### src/hw/rtl/i2cm_pkg.sv
// Shared types and constants for the I2C master byte engine.
// No dependencies; the modules in hw/rtl refer to this package by scoped names.
package i2cm_pkg;

    // Command codes, which are also the internal operation codes.
    typedef enum logic [2:0] {
        OP_IDLE  = 3'd0,
        OP_START = 3'd1,
        OP_STOP  = 3'd2,
        OP_WRITE = 3'd3,
        OP_READ  = 3'd4
    } op_t;

    localparam logic [3:0]  LAST_DATA_BIT     = 4'd7;
    localparam logic [3:0]  TAIL_SLOT         = 4'd9;
    localparam logic [1:0]  LAST_PHASE        = 2'd2;
    localparam logic [15:0] PHASE_TICKS_RESET = 16'd8;

    typedef struct packed {
        logic [2:0] mode;
        logic [7:0] tx_byte;
        logic       send_ack;
        logic       sda_in;
    } item_t;

    typedef struct packed {
        logic       scl_out;
        logic       sda_out;
        logic       busy_res;
        logic       done_res;
        logic [7:0] rx_byte;
        logic       nack_seen;
    } result_t;

endpackage

### src/hw/rtl/i2cm_in_if.sv
// Valid/ready channel that carries one tick transaction into the engine.
// Depends on nothing; payload fields match i2cm_pkg::item_t.
interface i2cm_in_if;
    logic       valid;
    logic       ready;
    logic [2:0] mode;
    logic [7:0] tx_byte;
    logic       send_ack;
    logic       sda_in;

    modport source (output valid, output mode, output tx_byte, output send_ack,
                    output sda_in, input ready);
    modport sink   (input valid, input mode, input tx_byte, input send_ack,
                    input sda_in, output ready);
endinterface

### src/hw/rtl/i2cm_out_if.sv
// Valid/ready channel that carries one result transaction out of the engine.
// Depends on nothing; payload fields match i2cm_pkg::result_t.
interface i2cm_out_if;
    logic       valid;
    logic       ready;
    logic       scl_out;
    logic       sda_out;
    logic       busy_res;
    logic       done_res;
    logic [7:0] rx_byte;
    logic       nack_seen;

    modport source (output valid, output scl_out, output sda_out, output busy_res,
                    output done_res, output rx_byte, output nack_seen, input ready);
    modport sink   (input valid, input scl_out, input sda_out, input busy_res,
                    input done_res, input rx_byte, input nack_seen, output ready);
endinterface

### src/hw/rtl/i2cm_in_stage.sv
// Input register of the I2C master byte engine.
// Depends on i2cm_pkg and i2cm_in_if.
module i2cm_in_stage (
    input  logic            clk,
    input  logic            rst_n,
    i2cm_in_if.sink         in_ch,
    input  logic            advance,
    output logic            item_valid,
    output i2cm_pkg::item_t item
);

    logic            valid_reg;
    i2cm_pkg::item_t item_reg;
    logic            take;

    // The register can take a new transaction when empty or when its content moves on.
    assign in_ch.ready = !valid_reg || advance;
    assign take        = in_ch.valid && in_ch.ready;

    always_ff @(posedge clk or negedge rst_n)
    begin
        if (!rst_n)
        begin
            valid_reg <= 1'b0;
        end
        else if (in_ch.ready)
        begin
            valid_reg <= in_ch.valid;
        end
    end

    always_ff @(posedge clk)
    begin
        if (take)
        begin
            item_reg.mode     <= in_ch.mode;
            item_reg.tx_byte  <= in_ch.tx_byte;
            item_reg.send_ack <= in_ch.send_ack;
            item_reg.sda_in   <= in_ch.sda_in;
        end
    end

    assign item_valid = valid_reg;
    assign item       = item_reg;

endmodule

### src/hw/rtl/i2cm_engine.sv
// Bus sequencer state and its one-tick update for the I2C master byte engine.
// Depends on i2cm_pkg.
module i2cm_engine (
    input  logic              clk,
    input  logic              rst_n,
    input  logic              advance,
    input  logic [15:0]       phase_ticks,
    input  i2cm_pkg::item_t   item,
    output i2cm_pkg::result_t result
);

    i2cm_pkg::op_t op_reg,   op_next;
    logic [3:0]    bit_reg,  bit_next;
    logic [1:0]    ph_reg,   ph_next;
    logic [15:0]   tc_reg,   tc_next;
    logic [7:0]    tx_reg,   tx_next;
    logic [7:0]    rx_reg,   rx_next;
    logic          ack_reg,  ack_next;
    logic          nack_reg, nack_next;
    logic          scl_reg,  scl_next;
    logic          sda_reg,  sda_next;
    logic          done;
    logic          finish;
    logic [15:0]   limit;
    logic          phase_end;

    // A zero setting behaves as one tick per phase.
    assign limit     = (phase_ticks == 16'd0) ? 16'd1 : phase_ticks;
    assign phase_end = ({1'b0, tc_reg} + 17'd1) >= {1'b0, limit};

    always_comb
    begin
        op_next   = op_reg;
        bit_next  = bit_reg;
        ph_next   = ph_reg;
        tc_next   = tc_reg;
        tx_next   = tx_reg;
        rx_next   = rx_reg;
        ack_next  = ack_reg;
        nack_next = nack_reg;
        scl_next  = scl_reg;
        sda_next  = sda_reg;
        done      = 1'b0;
        finish    = 1'b0;

        // Commands are taken only while idle; unknown codes count as no command.
        if (op_reg == i2cm_pkg::OP_IDLE &&
            (item.mode == i2cm_pkg::OP_START || item.mode == i2cm_pkg::OP_STOP ||
             item.mode == i2cm_pkg::OP_WRITE || item.mode == i2cm_pkg::OP_READ))
        begin
            op_next  = i2cm_pkg::op_t'(item.mode);
            bit_next = 4'd0;
            ph_next  = 2'd0;
            tc_next  = 16'd0;
            if (item.mode == i2cm_pkg::OP_WRITE)
            begin
                tx_next = item.tx_byte;
            end
            if (item.mode == i2cm_pkg::OP_READ)
            begin
                ack_next = item.send_ack;
                rx_next  = 8'd0;
            end
        end

        // Drive the levels of the current phase.
        case (op_next)
            i2cm_pkg::OP_START:
            begin
                case (ph_next)
                    2'd0:    begin scl_next = 1'b1; sda_next = 1'b1; end
                    2'd1:    begin scl_next = 1'b1; sda_next = 1'b0; end
                    default: begin scl_next = 1'b0; sda_next = 1'b0; end
                endcase
            end
            i2cm_pkg::OP_STOP:
            begin
                case (ph_next)
                    2'd0:    begin scl_next = 1'b0; sda_next = 1'b0; end
                    2'd1:    begin scl_next = 1'b1; sda_next = 1'b0; end
                    default: begin scl_next = 1'b1; sda_next = 1'b1; end
                endcase
            end
            i2cm_pkg::OP_WRITE, i2cm_pkg::OP_READ:
            begin
                if (bit_next >= i2cm_pkg::TAIL_SLOT)
                begin
                    scl_next = 1'b0;
                    sda_next = 1'b1;
                end
                else
                begin
                    scl_next = ph_next[0];
                    if (bit_next <= i2cm_pkg::LAST_DATA_BIT)
                    begin
                        sda_next = (op_next == i2cm_pkg::OP_WRITE) ? tx_next[7] : 1'b1;
                    end
                    else
                    begin
                        sda_next = (op_next == i2cm_pkg::OP_READ) ? !ack_next : 1'b1;
                    end
                end
            end
            default:
            begin
                scl_next = scl_reg;
                sda_next = sda_reg;
            end
        endcase

        // Count ticks; at the end of a phase sample, shift and advance.
        if (op_next != i2cm_pkg::OP_IDLE)
        begin
            if (({1'b0, tc_next} + 17'd1) >= {1'b0, limit})
            begin
                tc_next = 16'd0;
                if (op_next == i2cm_pkg::OP_START || op_next == i2cm_pkg::OP_STOP)
                begin
                    if (ph_next >= i2cm_pkg::LAST_PHASE)
                    begin
                        finish = 1'b1;
                    end
                    else
                    begin
                        ph_next = ph_next + 2'd1;
                    end
                end
                else if (bit_next >= i2cm_pkg::TAIL_SLOT)
                begin
                    finish = 1'b1;
                end
                else if (ph_next == 2'd0)
                begin
                    ph_next = 2'd1;
                end
                else
                begin
                    if (bit_next <= i2cm_pkg::LAST_DATA_BIT)
                    begin
                        if (op_next == i2cm_pkg::OP_WRITE)
                        begin
                            tx_next = {tx_next[6:0], 1'b0};
                        end
                        else
                        begin
                            rx_next = {rx_next[6:0], item.sda_in};
                        end
                    end
                    else if (op_next == i2cm_pkg::OP_WRITE)
                    begin
                        nack_next = item.sda_in;
                    end
                    ph_next  = 2'd0;
                    bit_next = bit_next + 4'd1;
                end
            end
            else
            begin
                tc_next = tc_next + 16'd1;
            end
        end

        if (finish)
        begin
            op_next  = i2cm_pkg::OP_IDLE;
            bit_next = 4'd0;
            ph_next  = 2'd0;
            done     = 1'b1;
        end
    end

    always_ff @(posedge clk or negedge rst_n)
    begin
        if (!rst_n)
        begin
            op_reg   <= i2cm_pkg::OP_IDLE;
            bit_reg  <= 4'd0;
            ph_reg   <= 2'd0;
            tc_reg   <= 16'd0;
            tx_reg   <= 8'd0;
            rx_reg   <= 8'd0;
            ack_reg  <= 1'b0;
            nack_reg <= 1'b0;
            scl_reg  <= 1'b1;
            sda_reg  <= 1'b1;
        end
        else if (advance)
        begin
            op_reg   <= op_next;
            bit_reg  <= bit_next;
            ph_reg   <= ph_next;
            tc_reg   <= tc_next;
            tx_reg   <= tx_next;
            rx_reg   <= rx_next;
            ack_reg  <= ack_next;
            nack_reg <= nack_next;
            scl_reg  <= scl_next;
            sda_reg  <= sda_next;
        end
    end

    assign result.scl_out   = scl_next;
    assign result.sda_out   = sda_next;
    assign result.busy_res  = (op_next != i2cm_pkg::OP_IDLE);
    assign result.done_res  = done;
    assign result.rx_byte   = rx_next;
    assign result.nack_seen = nack_next;

    // The slot counter never runs past the tail slot.
    assert property (@(posedge clk) disable iff (!rst_n)
        bit_reg <= i2cm_pkg::TAIL_SLOT)
        else $error("bit slot counter past tail slot");

    // Sequencing counters rest at zero while idle.
    assert property (@(posedge clk) disable iff (!rst_n)
        (op_reg == i2cm_pkg::OP_IDLE) |-> (bit_reg == 4'd0 && ph_reg == 2'd0 && tc_reg == 16'd0))
        else $error("counters not cleared while idle");

    // Byte transfers only use the low and high phase of a slot.
    assert property (@(posedge clk) disable iff (!rst_n)
        (op_reg == i2cm_pkg::OP_WRITE || op_reg == i2cm_pkg::OP_READ) |-> (ph_reg <= 2'd1))
        else $error("byte transfer in illegal phase");

    // A finishing tick always leaves the engine idle.
    assert property (@(posedge clk) disable iff (!rst_n)
        (advance && done) |=> (op_reg == i2cm_pkg::OP_IDLE))
        else $error("engine busy after done");

    // Within a phase the tick counter stays below the phase length.
    assert property (@(posedge clk) disable iff (!rst_n)
        (op_reg != i2cm_pkg::OP_IDLE) |-> !phase_end || ({1'b0, tc_reg} + 17'd1 == {1'b0, limit}))
        else $error("tick counter overran phase length");

endmodule

### src/hw/rtl/i2cm_out_stage.sv
// Result register of the I2C master byte engine.
// Depends on i2cm_pkg and i2cm_out_if.
module i2cm_out_stage (
    input  logic              clk,
    input  logic              rst_n,
    input  logic              load,
    input  i2cm_pkg::result_t result,
    output logic              free,
    i2cm_out_if.source        out_ch
);

    logic              valid_reg;
    i2cm_pkg::result_t result_reg;

    // Free when empty or when the held transaction is taken this cycle.
    assign free = !valid_reg || out_ch.ready;

    always_ff @(posedge clk or negedge rst_n)
    begin
        if (!rst_n)
        begin
            valid_reg <= 1'b0;
        end
        else if (free)
        begin
            valid_reg <= load;
        end
    end

    always_ff @(posedge clk)
    begin
        if (load)
        begin
            result_reg <= result;
        end
    end

    assign out_ch.valid     = valid_reg;
    assign out_ch.scl_out   = result_reg.scl_out;
    assign out_ch.sda_out   = result_reg.sda_out;
    assign out_ch.busy_res  = result_reg.busy_res;
    assign out_ch.done_res  = result_reg.done_res;
    assign out_ch.rx_byte   = result_reg.rx_byte;
    assign out_ch.nack_seen = result_reg.nack_seen;

endmodule

### src/hw/rtl/i2c_master_byte_engine.sv
// Top level of the I2C master byte engine: input register, sequencer and result register.
// Depends on i2cm_pkg, i2cm_in_if, i2cm_out_if, i2cm_in_stage, i2cm_engine and i2cm_out_stage.
//
// This block is an I2C bus master that drives open-drain SCL and SDA one bus phase at a
// time, each phase lasting phase_ticks ticks (zero behaves as one). Every input transaction
// is one tick: it carries the sampled SDA level and, when the engine is idle, an optional
// command (start, stop, write byte with ack sampling, read byte with ACK or NACK). Every
// tick produces exactly one result transaction with the SCL and SDA drive levels, busy and
// done flags, the receive shift register and the last write's ack status. The block takes
// one tick per clock cycle while neither side stalls; a tick is held in the input register
// and its result in the result register. The rate is set by the sequencer, whose whole
// state (slot, phase and tick counters, shift registers) updates once per tick. Both sides
// may stall freely: the input register and the result register decouple the channels, and
// the sequencer only advances when its tick can move into the result register. The
// phase_ticks register is written through cfg_wr_en and cfg_wr_data and should only be
// changed while no tick is in flight.
module i2c_master_byte_engine (
    input  logic        clk,
    input  logic        rst_n,
    input  logic        cfg_wr_en,
    input  logic [15:0] cfg_wr_data,
    i2cm_in_if.sink     in_ch,
    i2cm_out_if.source  out_ch
);

    logic              item_valid;
    i2cm_pkg::item_t   item;
    i2cm_pkg::result_t result;
    logic              out_free;
    logic              advance;
    logic [15:0]       phase_ticks_reg;

    // A tick is processed when one is waiting and the result register can take its result.
    assign advance = item_valid && out_free;

    // Phase length register, reset to eight ticks per phase.
    always_ff @(posedge clk or negedge rst_n)
    begin
        if (!rst_n)
        begin
            phase_ticks_reg <= i2cm_pkg::PHASE_TICKS_RESET;
        end
        else if (cfg_wr_en)
        begin
            phase_ticks_reg <= cfg_wr_data;
        end
    end

    i2cm_in_stage u_in_stage (
        .clk        (clk),
        .rst_n      (rst_n),
        .in_ch      (in_ch),
        .advance    (advance),
        .item_valid (item_valid),
        .item       (item)
    );

    i2cm_engine u_engine (
        .clk         (clk),
        .rst_n       (rst_n),
        .advance     (advance),
        .phase_ticks (phase_ticks_reg),
        .item        (item),
        .result      (result)
    );

    i2cm_out_stage u_out_stage (
        .clk    (clk),
        .rst_n  (rst_n),
        .load   (advance),
        .result (result),
        .free   (out_free),
        .out_ch (out_ch)
    );

endmodule
### src/flat_wrapper.sv
// flat-port wrapper written by rule: the top's interface ports become plain ports
module i2c_master_byte_engine_flat 
  (clk, rst_n, cfg_wr_en, cfg_wr_data, in_ch_valid, in_ch_mode, in_ch_tx_byte, in_ch_send_ack, in_ch_sda_in, in_ch_ready, out_ch_valid, out_ch_scl_out, out_ch_sda_out, out_ch_busy_res, out_ch_done_res, out_ch_rx_byte, out_ch_nack_seen, out_ch_ready);
  i2cm_in_if in_ch_i ();
  i2cm_out_if out_ch_i ();
  input  logic clk;
  input  logic rst_n;
  input  logic cfg_wr_en;
  input  logic [15:0] cfg_wr_data;
  input wire logic [$bits(in_ch_i.valid)-1:0] in_ch_valid;
  input wire logic [$bits(in_ch_i.mode)-1:0] in_ch_mode;
  input wire logic [$bits(in_ch_i.tx_byte)-1:0] in_ch_tx_byte;
  input wire logic [$bits(in_ch_i.send_ack)-1:0] in_ch_send_ack;
  input wire logic [$bits(in_ch_i.sda_in)-1:0] in_ch_sda_in;
  output wire logic [$bits(in_ch_i.ready)-1:0] in_ch_ready;
  output wire logic [$bits(out_ch_i.valid)-1:0] out_ch_valid;
  output wire logic [$bits(out_ch_i.scl_out)-1:0] out_ch_scl_out;
  output wire logic [$bits(out_ch_i.sda_out)-1:0] out_ch_sda_out;
  output wire logic [$bits(out_ch_i.busy_res)-1:0] out_ch_busy_res;
  output wire logic [$bits(out_ch_i.done_res)-1:0] out_ch_done_res;
  output wire logic [$bits(out_ch_i.rx_byte)-1:0] out_ch_rx_byte;
  output wire logic [$bits(out_ch_i.nack_seen)-1:0] out_ch_nack_seen;
  input wire logic [$bits(out_ch_i.ready)-1:0] out_ch_ready;
  assign in_ch_i.valid = in_ch_valid;
  assign in_ch_i.mode = in_ch_mode;
  assign in_ch_i.tx_byte = in_ch_tx_byte;
  assign in_ch_i.send_ack = in_ch_send_ack;
  assign in_ch_i.sda_in = in_ch_sda_in;
  assign in_ch_ready = in_ch_i.ready;
  assign out_ch_valid = out_ch_i.valid;
  assign out_ch_scl_out = out_ch_i.scl_out;
  assign out_ch_sda_out = out_ch_i.sda_out;
  assign out_ch_busy_res = out_ch_i.busy_res;
  assign out_ch_done_res = out_ch_i.done_res;
  assign out_ch_rx_byte = out_ch_i.rx_byte;
  assign out_ch_nack_seen = out_ch_i.nack_seen;
  assign out_ch_i.ready = out_ch_ready;
  i2c_master_byte_engine u_core (.clk(clk), .rst_n(rst_n), .cfg_wr_en(cfg_wr_en), .cfg_wr_data(cfg_wr_data), .in_ch(in_ch_i), .out_ch(out_ch_i));
endmodule
### config.mk
export PLATFORM = sky130hd
export DESIGN_NAME = i2c_master_byte_engine_flat
export DESIGN_NICKNAME = d
export VERILOG_FILES = /design/src/hw/rtl/i2cm_pkg.sv /design/src/hw/rtl/i2cm_in_if.sv /design/src/hw/rtl/i2cm_out_if.sv /design/src/hw/rtl/i2cm_in_stage.sv /design/src/hw/rtl/i2cm_engine.sv /design/src/hw/rtl/i2cm_out_stage.sv /design/src/hw/rtl/i2c_master_byte_engine.sv /design/src/flat_wrapper.sv
export SDC_FILE = /design/constraint.sdc
export NUM_CORES = 1
export LEC_CHECK = 0
export BUFFER_PORTS_ARGS = -buffer_cell sky130_fd_sc_hd__buf_4
export CAP_MARGIN = 10
export CORE_ASPECT_RATIO = 1.25
export CORE_MARGIN = 2
export CORE_UTILIZATION = 40
export CTS_CLUSTER_SIZE = 14
export DETAILED_ROUTE_END_ITERATION = 12
export PLACE_DENSITY = 0.7
export SYNTH_ARGS = -nofsm -noshare
export SYNTH_HDL_FRONTEND = slang
export SYNTH_HIERARCHICAL = 1
export SYNTH_SLANG_ARGS = --single-unit
### constraint.sdc
create_clock -name clk -period 4.55 [get_ports clk]
set_input_delay 0.91 -clock clk [delete_from_list [all_inputs] [get_ports clk]]
set_output_delay 0.91 -clock clk [all_outputs]
set_load 0.05 [all_outputs]
==> results.ini, run 1 <==
[clocking]
cts_buffer_depth = 2
cts_sinks = 89
path_clk_slew_ps = 60
clockRootBuffer = clkbuf_16
worstSkewPairLatency_ps = 340
h-tree-depth = 3
cts_tree = done
cts_buffers = 9
postCtsSetupRepairBufs = 0
cts_hold_buf = 0

[critical_path]
critPathKind = flop to flop
worst_setup_path_start_kind = flop
cp.required_ps = 4640
crit_arrival_ps = 4320
end_kind = flop
cpPeakStageDelay_ps = 410
r2r_cells = 20
critPathMaxFanout = 17
crit_chain = or3_4, nand3_1, and2_4, ha_1, nand3_1, nor2_2, and3_1, nand3_1, xor2_1, nor2_1, ha_1, nand2_1, nor3_1, a2111oi_1, buf_4, a31o_2, or3_1, buf_4, nand3_1, o21ai_0
cp_slowest_cell = edfxtp_1
cp_common_cell = nand3_1

[run_status]
status = finished clean

[routing]
viasPerCell = 5.50
routed_wl_mm = 10.5
drt_iter0_markers = 180
routedWlPerCell_um = 15.0
route.detailed.drc = 0
drtPass1Iterations = 4
route.vias.total = 3850
ant_nets = 0

[die]
core_um2 = 12100
rows = 45
die_x_um = 104
start_util = 0.410
die_h_um = 128
io_pins = 49
dieArea_um2 = 13300

[timing]
hold_viol_final = 0
finalCritPeriodShare = 0.929
drv_slew = 0
period_minus_slack_ps = 4230
fmax_mhz = 236
rsz0062_at_grt = no
finalClockSkew_ps = 6.53
setup_tns_ps = 0
worst_pin_slew_ps = 813
setup_viol = 0
relSlewSlack = 0.457

[synthesis]
ys_ff_latch = 89
async_flop_share = 0.708
ys_seq_area_frac = 0.476
syn_area_um2 = 4960
synthFlopType = dfrtp_1
syn_area_per_cell_um2 = 10.3
synth_warnings = 6
synth_edf_count = 26
syn-instance-count = 480
synth_nets = 535
yosysUniqueCellTypes = 65

[placement]
dp_hpwl_mm = 7.43
place_congestion = 0.855
io_buffers = 48
placed_area_um2 = 5510

[global_routing]
first_global_vias = 3860
grt_first_pass_wirelength_mm = 17.9
grt_max_degree = 64
antenna_found_initial = 0
grt_overflow = 0
grt.total_usage = 0.163

[power]
p_leak_nw = 2.55
power.density_nw_per_um2 = 466
irDropWorstVdd_uv = 204

[flow_run]
cap_violations = 0

[worst_hold_path]
holdPathStages = 1
hold_class = flop to flop

[cells_and_area]
drive_gt1_frac = 0.248
syn_to_final_growth_pct = 18.4
nets = 586
final_common_cell = buf_4
fin_area_um2 = 5870
diodes = 0
layout_common_cells = 67 x buf_4, 60 x dfrtp_1, 51 x nand2_1

## final timing paths
path / startpoint / endpoint / slack (ps)
worst max-delay path: u_core/u_in_stage/item[10] / u_core/u_out_stage/out_ch.rx_byte[4] / 320
worst min-delay path: u_core/u_engine/rx_reg[7] / u_core/u_engine/rx_reg[7] / 510
min in group asynchronous: rst_n / u_core/u_engine/rx_reg[6] / 670
worst min register to register: u_core/u_engine/rx_reg[7] / u_core/u_engine/rx_reg[7] / 510
worst max register to register: u_core/u_in_stage/item[10] / u_core/u_out_stage/out_ch.rx_byte[4] / 320
max in group asynchronous: rst_n / u_core/phase_ticks_reg[9] / 3370
## per-stage QoR
stage / setup slack (ps) / std cells / util / hold WS, ps / power [mW]
global placement: 318 / 684 / 0.455 / 489 / 1.89
CTS: 97.2 / 700 / 0.482 / 507 / 2.74
detailed placement: 137 / 684 / 0.455 / 481 / 1.93
finish: 321 / 700 / 0.485 / 506 / 2.73
floorplan: 16.5 / 480 / - / 463 / 1.71
global route: 26.6 / 700 / 0.485 / 545 / 2.89
## logic make-up (layout without fill, tap and decap cells)
family / Yosys count / count (layout) / synth area share
AND/OR/NAND/NOR: 159 / 159 / 0.162
AO/OA/AOI/OAI: 113 / 113 / 0.159
flip-flops: 89 / 89 / 0.476
buffers and inverters: 55 / 111 / 0.0520
multiplexers: 29 / 29 / 0.0729
adder cells (fa/ha/maj): 21 / 21 / 0.0530
XOR/XNOR: 14 / 14 / 0.0247
## where the power goes
part	leakage [nW]	switching (mW)	internal [mW]	total, mW
sequential	1.04	0.0918	0.981	1.07
combinational	1.35	0.503	0.354	0.857
clock	0.157	0.317	0.487	0.803
## cells in the mapped netlist (all sizes together) (6+ instances only)
master | instances | area, µm²
o21ai | 30 | 150
nand3 | 30 | 150
buf | 9 | 82.6
a21oi | 12 | 60.1
nor3 | 10 | 55.1
nand2 | 51 | 191
xnor2 | 7 | 61.3
clkbuf | 18 | 70.1
nor2 | 29 | 111
mux2 | 27 | 342
xor2 | 7 | 61.3
a2bb2oi | 6 | 52.6
inv | 28 | 105
o22ai | 11 | 68.8
a31oi | 6 | 37.5
nor4 | 6 | 43.8
dfrtp | 60 | 1500
edfxtp | 26 | 781
ha | 21 | 263
a22o | 13 | 114
## per-layer routing
layer	GRT usage	vias to the layer above	routed length [µm]
met5	0	-	0
li1	-	1851	-
met4	0.0628	0	225
met2	0.293	108	5370
met1	0.194	1871	4460
met3	0.0314	20	430
## critical path, delay by kind of cell (launching register included)
kind            cells  cell delay, ps
fa+ha+maj           2             450
simple gates       12            2130
compound gates      3             460
xor+xnor            1             150
buf+inv             2             360
flops               1             410
## cell type report
cell class              instances  area, µm²
clock buffers                   9        225
flip-flops and latches         89       2360
repair buffers                 67        503
multi-input cells             336       2370
inverters                      28        105
well taps                     164        205
clock inverters                 7        103
fillers                      1128       6230
## timing repair
item / 4_1_cts / 5_1_grt
endpoints found under the setup margin: 0 / 34
gates resized for setup: 0 / 9
hold endpoints to repair: 0 / 0
No activity file was read; power rests on OpenSTA's default activity.
==> run 2, diff against run 1 <==
- BUFFER_PORTS_ARGS: -buffer_cell sky130_fd_sc_hd__buf_4 -> unset
- CORE_UTILIZATION: 40 -> 46
- DONT_BUFFER_PORTS: unset -> 1
- PLACE_DENSITY: 0.7 -> 0.73
==> run 2 against run 1 <==
Global-route usage grew 1.1 points. Critical path depth shrank 1. Count of clock-buffer cells in the layout grew 1. Sequential share of layout area grew 3.1 points. Sequential power grew 8%. Non-clock buffer count shrank 49. First-iteration DRC count grew 2.2%. Clock skew grew 2.2 ps. Combinational power shrank 21%. Power shrank 7.2%. Maximum frequency shrank 1.9%. Hold slack lost 250 ps. Largest power group unchanged.
==> results.ini, run 2 (synthesis results as in run 1) <==
[routing]
route.vias.total = 3584
routed_wl_mm = 10.0
viasPerCell = 5.78
drtPass1Iterations = 4
drt_iter0_markers = 184
route.detailed.drc = 0
ant_nets = 0
routedWlPerCell_um = 16.2

[critical_path]
r2r_start = u_core/u_in_stage/item[12]
cp.required_ps = 4780
reg2reg_to = u_core/u_engine/rx_reg[6]
critPathLaunch = u_core/u_in_stage/item[12]
critPathMaxFanout = 8
end_kind = flop
critPathKind = flop to flop
crit_arrival_ps = 4540
r2r_cells = 19
cp-endpoint = u_core/u_engine/rx_reg[6]
r2r_slack_ps = 240
worst_setup_path_start_kind = flop

[flow_run]
cap_violations = 0

[power]
internal-power_mw = 1.66
total_power_mw = 2.54
clockPowerShare = 0.273
power.density_nw_per_um2 = 465
p_comb_frac = 0.268
p_leak_nw = 2.31
irDropWorstVdd_uv = 187
switching_power_mw = 0.881
p_seq_frac = 0.459
p_sw_frac = 0.347

[placement]
io_buffers = 0
dp_hpwl_mm = 7.12
place_congestion = 0.887
place_ws_ps = -118

[timing]
finalClockSkew_ps = 8.71
setup_slack_ps = 239
period_minus_slack_ps = 4310
relSlewSlack = 0.432
fmax_mhz = 232
finalCritPeriodShare = 0.948
worst_pin_slew_ps = 850
drv_slew = 0
setup_viol = 0
hold_viol_final = 0

[cells_and_area]
final_common_cell = dfrtp_1
syn_to_final_growth_pct = 9.97
nets = 538
drive_gt1_frac = 0.182
layout_common_cells = 60 x dfrtp_1, 51 x nand2_1, 30 x o21ai_0
diodes = 0

[die]
core_um2 = 10600
rows = 42
start_util = 0.469
die_x_um = 96.9
die_h_um = 120
io_pins = 49
dieArea_um2 = 11600

[global_routing]
grt.total_usage = 0.174
grt_max_degree = 64
grt_first_pass_wirelength_mm = 16.4
grt_overflow = 0
first_global_vias = 3378
antenna_found_initial = 0

[clocking]
path_clk_slew_ps = 70
cts_buffer_depth = 2
cts_buffers = 9
cts_tree = done
cts_sinks = 89
h-tree-depth = 3
clockRootBuffer = clkbuf_16
worstSkewPairLatency_ps = 340
cts_hold_buf = 0

[run_status]
status = finished clean

[worst_hold_path]
hold_class = input port to asynchronous set/reset pin

-- run 2: cell count changes in the layout (fill, tap and decap cells not counted), sizes merged --
cell,change
clkbuf,+1
bufinv,-2
clkinv,+1
buf,-49
or3,+1
-- run 2: layout make-up --
cell class | instances | area [µm²]
multi-input combinational | 337 | 2400
tap | 132 | 165
sequential | 89 | 2360
timing repair buffer | 18 | 135
fill | 933 | 5110
clock buffer | 10 | 229
clock inverter | 6 | 51.3
inverter | 28 | 105
-- run 2: worst min-delay path by stage --
stage | startpoint | end | slack, ps
finish | rst_n | u_core/u_engine/bit_reg[3] | 260
global route | rst_n | u_core/u_engine/rx_reg[5] | 240
CTS | rst_n | u_core/u_engine/tx_reg[7] | 250
detailed placement | u_core/u_engine/rx_reg[7] | u_core/u_engine/rx_reg[7] | 490
global placement | u_core/u_engine/nack_reg | u_core/u_engine/nack_reg | 490
floorplan | u_core/u_engine/tc_reg[0] | u_core/u_engine/tc_reg[0] | 460
-- run 2: what timing repair did --
item / 4_1_cts / 5_1_grt
setup buffers: 0 / 1
gates cloned: 0 / 1
gates resized for setup: 3 / 12
endpoints found under the setup margin: 22 / 39
pin swaps: 0 / 5
-- run 2: critical path, cell delays in order, from the launching register on --
cell and delay [ps]:
edfxtp_1 400, or3_4 410, nand3_1 140, and2_4 180, ha_1 170, nand3_1 130
nor2_2 160, and3_1 200, nand3_1 100, xor2_1 150, nor2_1 70, ha_1 300
nand2_1 120, nor3_2 220, a2111oi_2 80, buf_4 150, a31o_2 280, or3_4 440
a21bo_2 290, a22o_1 200
-- run 2: metal layers --
| metal | track usage | wire length, µm | vias to the layer above |
|---|---|---|---|
| met2 | 0.295 | 5120 | 107 |
| met4 | 0.0616 | 136 | 0 |
| met5 | 0 | 0 | - |
| met1 | 0.221 | 4250 | 1715 |
| met3 | 0.0349 | 527 | 10 |
| li1 | - | - | 1752 |
-- run 2: metrics by stage --
step / setup TNS [ps] / instances / hold WS, ps / area [µm²] / utilization
after detailed placement: -1190 / 602 / 490 / 5100 / 0.483
after global placement: 0 / 602 / 485 / 5100 / 0.483
final: 0 / 620 / 260 / 5450 / 0.516
after floorplan: 0 / 480 / 463 / 4960 / -
after global routing: -157 / 620 / 242 / 5450 / 0.516
after CTS: 0 / 618 / 246 / 5390 / 0.510
-- run 2: power groups by stage --
stage | registers, mW | logic [mW] | clock network [mW]
floorplan | 1.13 | 0.576 | 0
global placement | 1.17 | 0.637 | 0
detailed placement | 1.18 | 0.654 | 0
CTS | 1.17 | 0.661 | 0.718
global route | 1.18 | 0.769 | 0.755
finish | 1.16 | 0.680 | 0.693
